===== config.mk =====
export PLATFORM = sky130hd
export DESIGN_NAME = rllt_ram
export DESIGN_NICKNAME = d
export VERILOG_FILES = /design/src/hdl/rllt_ram.sv
export SDC_FILE = /design/constraint.sdc
export NUM_CORES = 1
export LEC_CHECK = 0
export BUFFER_PORTS_ARGS = -buffer_cell sky130_fd_sc_hd__buf_4
export CAP_MARGIN = 25
export CORE_UTILIZATION = 55
export DETAILED_ROUTE_END_ITERATION = 8
export GPL_TIMING_DRIVEN = 0
export PLACE_DENSITY = 0.84
export SYNTH_ARGS = -nofsm -noshare
export SYNTH_HDL_FRONTEND = slang
export SYNTH_SLANG_ARGS = --single-unit

===== constraint.sdc =====
create_clock -name clk -period 4.4 [get_ports clk]
set_clock_uncertainty 0.05 [all_clocks]
set_input_delay 0.22 -clock clk [delete_from_list [all_inputs] [get_ports clk]]
set_output_delay 0.22 -clock clk [all_outputs]
set_load 0.01 [all_outputs]

===== src/hdl/rllt_ram.sv =====
// ============================================================================
// rllt_ram
// Generic single-clock RAM, one write port, one registered read port.
// ============================================================================
module rllt_ram #(
    parameter int WIDTH = 8,
    parameter int DEPTH = 16
) (
    input  logic                     clk,
    input  logic                     wr_en,
    input  logic [$clog2(DEPTH)-1:0] wr_addr,
    input  logic [WIDTH-1:0]         wr_data,
    input  logic                     rd_en,
    input  logic [$clog2(DEPTH)-1:0] rd_addr,
    output logic [WIDTH-1:0]         rd_data
);

    logic [WIDTH-1:0] mem [DEPTH];

    always_ff @(posedge clk)
    begin
        if (wr_en)
        begin
            mem[wr_addr] <= wr_data;
        end
        if (rd_en)
        begin
            rd_data <= mem[rd_addr];
        end
    end

endmodule


==> impl_metrics.toml <==
[critical_path]
reg2reg_depth = 3
cp.required_ns = 4.58
setup.worst_path.start_class = "input port"
path_class = "input port to flip-flop"
r2r_setup_slack_ns = 2.76
r2r_end = "rd_data[1]"
r2r_start = "mem[4][1]"
arrival_ns = 1.82
worstPathMaxFanout = 5
endpoint_kind = "flip-flop"

[routing]
route.detailed.drc = 0
vias = 2510
wl_per_cell_um = 23.9
vias_per_cell = 5.88
routed_wl_um = 10200
first_pass_iters = 5
drtAntennaViolNets = 0
drt-initial-drc-count = 363

[synth]
synthFlopType = "edfxtp_1"
synth_cells = 229
netlist.area_leader.share = 0.781
synthesis.nets = 248
ys_warn_count = 0
seq_area_frac_synth = 0.781
synth_edf_count = 136
syn_area_um2 = 5230
synthTopCellsByCount = "136 x edfxtp_1, 18 x mux4_2, 16 x a22oi_1"
yosys_register_bits = 136
yosysMostFrequentCell = "edfxtp_1"
yosysTopAreaCell = "edfxtp_1"
avgSynthCellArea_um2 = 22.8
ys_types = 18
synth.area.top_cells = "edfxtp_1 78%, mux4_2 7.8%, mux4_1 7.0%, a22oi_1 2.3%, nor2_1 0.93%"
async_flop_share = 0

[worst_hold_path]
min_from = "wr_data[1]"
holdPathEnd = "mem[4][1]"
hold_path_depth = 1
hold_path.class = "input port to flip-flop"

[place]
place_area_um2 = 5600
gp_congestion = 0.710
dpl_worst_slack_ns = 2.30
dp_hpwl_um = 6140
io_buffers = 25

[timing]
tns_ns = 0
tightestPinTransition_ns = 0.905
fmax_ghz = 0.607
setup_slack_ns = 2.75
finalSetupViolCount = 0
min_period_over_period = 0.374
slew_headroom = 0.394
rsz0062_at_grt = "false"
fin_crit_ns = 1.65
hold_violations = 0
report.final.slew_viol_count = 0

[finish]
fill_cells = 555
syn_to_final_growth_pct = 19.2
fin_area_um2 = 6230
final_nets = 304
multi_input_area_um2 = 1060
seq_area_um2 = 4080
drive_gt1_frac = 0.289
n_antenna_cell = 0

[die]
fp.dieH_um = 99.5
core_area_um2 = 9240
start_util = 0.566
io_pins = 27
rows = 35
die-area_um2 = 9900
die_w_um = 99.5

[power]
internal_power_mw = 2.33
pwr-share-clk = 0.448
seqPwrFrac = 0.500
p_switching_uw = 608
power.leakage_nw = 2.09
total_power_mw = 2.93
power-per-cell-area_nw_per_um2 = 471
combPwrFrac = 0.052
power.share.switching = 0.207
ir_drop_uv = 358

[cts]
clk_path_buf_depth = 2
ctsHtreeMaxLevel = 4
clock_latency_ns = 0.51
clkTransAtPathRegs_ns = 0.06
root_buffer = "clkbuf_8"
postCtsResizedCells = 0
cts_buffers = 17
tritoncts = "done"
cts_sinks = 136

[grt]
grt.total_usage = 0.228
grt_pass1_wl_um = 15200
grt_max_degree = 17
antenna_found_initial = 0
overflow = 0
grt_pass1_vias = 2578

[outcome]
status = "finished clean"

[job]
maxCapViolations = 0
metrics by stage:
stage,util,cells,hold WS [ns]
2_1_floorplan,-,229,0.269
3_3_place_gp,0.604,383,0.447
3_5_place_dp,0.606,387,0.456
4_1_cts,0.675,427,0.00144
5_1_grt,0.675,427,0.00807
6_report,0.675,427,0.0141
sequential cells by signal (all words and copies together), names as in the netlist:
register  count
rd_data       8
mem         128
logic make-up after synthesis:
logic type	Yosys count	share of synthesized area
flops	136	0.781
simple gates	35	0.0314
mux	32	0.148
compound gates	16	0.0230
buf+inv	10	0.0165
timing repair:
item	4_1_cts	5_1_grt
hold endpoints to repair	120	0
hold buffers	8	0
setup buffers	0	0
setup endpoints to repair	0	0
area by class of cell:
class	count	area share
sequential	136	0.655
multi-input combinational	83	0.170
clock buffer	18	0.0670
timing repair buffer	37	0.0470
tap	129	0.0259
clock inverter	14	0.0215
buffer	10	0.0138
per-layer routing:
metal	track usage	share of wire
met2	0.356	0.50
met3	0.0569	0.082
met4	0.0950	0.025
met1	0.312	0.39
met5	0	0
cells in the final DEF (no fill, tap or decap), drive strengths merged:
master and instances:
dlygate4sd3 8, nand2 9, or3b 1, a22oi 16, clkdlybuf4s25 3, edfxtp 136
clkinv 8, nor2 13, nand2b 2, and2b 1, clkinvlp 4, mux4 32
nand3b 2, nand3 1, bufinv 2, and2 1, nor2b 1, clkbuf 18
buf 36, nor3 4
worst max-delay path by stage:
stage,from,end,slack (ns),cells past startpoint
after floorplan,wr_addr[2],mem[0][0],2.64,2
final,wr_addr[2],mem[0][2],2.75,4
after detailed placement,wr_addr[2],mem[0][4],2.30,4
after global placement,wr_addr[2],mem[0][4],2.07,3
after global routing,mem[4][1],rd_data[1],2.72,3
after CTS,mem[4][1],rd_data[1],2.75,3
critical path, stage by stage:
cell and delay, ns:
buf_4 0.12, or3b_2 0.54, nor3_1 0.66, buf_4 0.28
power groups by stage:
stage               sequential [mW]  combinational [mW]  clock, mW
floorplan                      1.50              0.0737          0
global placement               1.49               0.139          0
detailed placement             1.49               0.146          0
CTS                            1.47               0.153       1.32
global route                   1.47               0.162       1.37
finish                         1.47               0.152       1.31
No activity file was read; power rests on OpenSTA's default activity.
